`config.mk`:
```
export PLATFORM = sky130hd
export DESIGN_NAME = wsg_ram
export DESIGN_NICKNAME = d
export VERILOG_FILES = /design/src/hw/rtl/wsg_ram.sv
export SDC_FILE = /design/constraint.sdc
export NUM_CORES = 2
export LEC_CHECK = 0
export ABC_AREA = 1
export BUFFER_PORTS_ARGS = -buffer_cell sky130_fd_sc_hd__buf_2
export CELL_PAD_IN_SITES_DETAIL_PLACEMENT = 1
export CELL_PAD_IN_SITES_GLOBAL_PLACEMENT = 1
export CORE_UTILIZATION = 47
export CTS_CLUSTER_DIAMETER = 150
export DETAILED_ROUTE_END_ITERATION = 16
export PLACE_DENSITY_LB_ADDON = 0.15
export SLEW_MARGIN = 40
export SYNTH_ARGS = -nofsm -noshare
export SYNTH_HDL_FRONTEND = slang
export SYNTH_SLANG_ARGS = --single-unit
```
`constraint.sdc`:
```
create_clock -name clk -period 10.6 [get_ports clk]
set_input_delay 3.18 -clock clk [delete_from_list [all_inputs] [get_ports clk]]
set_output_delay 3.18 -clock clk [all_outputs]
set_load 0.005 [all_outputs]
```
`src/hw/rtl/wsg_ram.sv`:
```
// ----------------------------------------------------------------------------
// wsg_ram
// Simple dual-port RAM, one write and one registered read per cycle.
// ----------------------------------------------------------------------------
module wsg_ram #(
  parameter int WIDTH = 64,
  parameter int DEPTH = 64
) (
  input  logic                     clk,
  input  logic                     we,
  input  logic [$clog2(DEPTH)-1:0] waddr,
  input  logic [WIDTH-1:0]         wdata,
  input  logic [$clog2(DEPTH)-1:0] raddr,
  output logic [WIDTH-1:0]         rdata
);

  logic [WIDTH-1:0] mem [DEPTH];

  // write port and registered read port
  always_ff @(posedge clk) begin
    if (we) begin
      mem[waddr] <= wdata;
    end
    rdata <= mem[raddr];
  end

endmodule

```
==> impl_metrics.env <==
export IMPL_outcome="complete, no violations"
export IMPL_internal_power_w=0.0275
export IMPL_routed_via_density=6.21
export IMPL_synth_cell_type_count=16
export IMPL_die_area_um2=354000
export IMPL_drt_first_pass_iters=6
export IMPL_regArea_um2=124000
export IMPL_hold_path_class="flip-flop to flip-flop"
export IMPL_p_switching_w=0.00817
export IMPL_fill_cells=35100
export IMPL_cp_arrival_ns=6.32
export IMPL_period_share=0.541
export IMPL_place_inst=17500
export IMPL_vias=114000
export IMPL_core_area_um2=350000
export IMPL_fmax_mhz=175
export IMPL_crit_fanout=28
export IMPL_root_buffer="clkbuf_16"
export IMPL_final_common_cell="nand2_1"
export IMPL_pwr_share_comb=0.058
export IMPL_finalSetupViolCount=0
export IMPL_final_cells=18300
export IMPL_maxCapViolCount=0
export IMPL_fp_dieW_um=595
export IMPL_ys_ff_latch=4160
export IMPL_ir_drop_v=0.000185
export IMPL_netlist_instances=13400
export IMPL_final_cell_mix="nand2_1 (4,416), edfxtp_1 (4,096), nand3_1 (3,844)"
export IMPL_grt_antenna_before_repair=33
export IMPL_grt_pass1_wl_um=829000
export IMPL_layout_setup_ws_ns=4.87
export IMPL_cts_sinks=4160
export IMPL_rrSetupSlack_ns=8.99
export IMPL_netlist_area_leader_share=0.744
export IMPL_cp_end_kind="flip-flop"
export IMPL_seqPwrFrac=0.513
export IMPL_synth_top_family_by_area="simple AND/OR/NAND/NOR gates"
export IMPL_first_iter_violations=14000
export IMPL_grt_max_degree=177
export IMPL_p_sw_frac=0.229
export IMPL_maxSlewHeadroom=0.336
export IMPL_pin_count=142
export IMPL_synthAdderAreaFrac=0
export IMPL_h_tree_depth=5
export IMPL_drc=0
export IMPL_drive_above_1_share=0.0797
export IMPL_initial_core_util=0.473
export IMPL_worst_r2r_cell_count=8
export IMPL_fin_nets=13400
export IMPL_worstPathRequired_ns=11.20
export IMPL_multi_input_area_um2=36700
export IMPL_period_needed_ns=5.73
export IMPL_dieHeight_um=595
export IMPL_grt_use_total=0.324
export IMPL_synth_xor_area_frac=0
export IMPL_cp_slowest_cell="nor2_4"
export IMPL_yosys_area_share_simple=0.219
export IMPL_ant_nets=0
export IMPL_hpwl_um=285000
export IMPL_power_frac_clock=0.429
export IMPL_synthesis_area_um2=165000
export IMPL_fin_setup_tns_ns=0
export IMPL_holdPathStages=8
export IMPL_numCtsBuffers=434
export IMPL_postCtsHoldBufs=0
export IMPL_final_setup_skew_ns=0.0359
export IMPL_ys_top_cells_by_area="edfxtp_1 (74%), nand3_1 (12%), nand2_1 (10%)"
export IMPL_seq_area_frac_synth=0.752
export IMPL_power_density_nw_per_um2=192
export IMPL_post_cts_buffers=0
export IMPL_synth_warnings=0
export IMPL_post_place_ws_ns=3.86
export IMPL_rows=217
export IMPL_slowest_delay_ns=0.99
export IMPL_finalHoldViolations=0
export IMPL_utilization=0.530
export IMPL_syn2layout_area_growth_pct=12.2
export IMPL_clk_pin_slew_worst_paths_ns=0.06
export IMPL_start_kind="primary input"
export IMPL_synth_compound_area_share=0
export IMPL_tightest_slew_ns=0.996
export IMPL_routabilityCongestion=0.804
export IMPL_synth_nets=13500
export IMPL_synth_area_per_cell_um2=12.3
export IMPL_p_leak_nw=64.8
export IMPL_routed_wl_um=582000
export IMPL_wire_per_inst_um=31.8
export IMPL_rsz0062_at_grt="no"
export IMPL_cts_path_max_buffers=4
export IMPL_path_class="primary input to flip-flop"
export IMPL_muxShareOfSynthArea=0
export IMPL_clkLatencyLatePin_ns=1.00
export IMPL_io_buffers=141
export IMPL_overflow=0
export IMPL_path_cells="buf_2, inv_1, nand4_1, nor2_4, buf_4"
export IMPL_drv_slew=0
export IMPL_yosys_area_top_type="edfxtp_1"
export IMPL_cts_tree="built"
export IMPL_first_global_vias=115000
export IMPL_cts_resized=0
[sequential cells by signal, summed over array words and instances (netlist names)]
name / count
rdata: 64
mem: 4096
[worst max-delay path, delay by kind of cell]
family	cells	cell delay, ns
buf+inv	3	1.31
simple gates	2	1.75
[stage by stage]
step / hold WS [ns] / power [W] / instance area [µm²]
5_1_grt: 0.861 / 0.0365 / 185000
6_report: 0.806 / 0.0356 / 185000
3_3_place_gp: 0.779 / 0.0206 / 170000
3_5_place_dp: 0.799 / 0.0207 / 171000
4_1_cts: 0.819 / 0.0358 / 185000
2_1_floorplan: 0.721 / 0.0197 / 165000
[per-layer routing]
layer / vias to the layer above / wire length (µm) / global-route usage
met2: 5355 / 279000 / 0.533
li1: 47800 / - / -
met1: 59400 / 233000 / 0.442
met4: 10 / 23400 / 0.116
met3: 1117 / 47400 / 0.0446
met5: - / 61 / 0
[cells by family (layout without fill, tap and decap cells)]
family / Yosys count / count (layout)
AND/OR/NAND/NOR: 8336 / 8336
other: 0 / 13
flip-flops: 4160 / 4160
buffers and inverters: 909 / 1209
[cells in the mapped netlist]
master	instances
buf_1	72
buf_2	501
buf_4	134
buf_6	40
buf_8	3
clkbuf_1	147
dfxtp_1	64
edfxtp_1	4096
inv_1	8
inv_2	2
inv_4	2
nand2_1	4416
nand3_1	3847
nand4_1	9
nor2_1	56
nor4_1	8
[power groups by stage]
stage | Clock [W] | Sequential, W | Combinational, W
floorplan | 0 | 0.0186 | 0.00112
global placement | 0 | 0.0186 | 0.00195
detailed placement | 0 | 0.0186 | 0.00202
CTS | 0.0154 | 0.0183 | 0.00204
global route | 0.0160 | 0.0183 | 0.00221
finish | 0.0153 | 0.0183 | 0.00206
[worst paths after layout]
check         endpoint        start
max reg2reg  rdata[55]   mem[1][55]
min reg2reg  rdata[23]  mem[58][23]
max          mem[3][3]     waddr[2]
min          rdata[23]  mem[58][23]
[layout make-up]
| type | count | area share |
|---|---|---|
| clock buffers | 558 | 0.0632 |
| multi-input cells | 8336 | 0.198 |
| repair buffers | 395 | 0.0245 |
| well taps | 4599 | 0.0310 |
| inverters | 12 | 0.000594 |
| diodes | 13 | 0.000175 |
| clock inverters | 244 | 0.0126 |
| flip-flops and latches | 4160 | 0.670 |
Note: power is estimated with default switching activity, not from simulation.
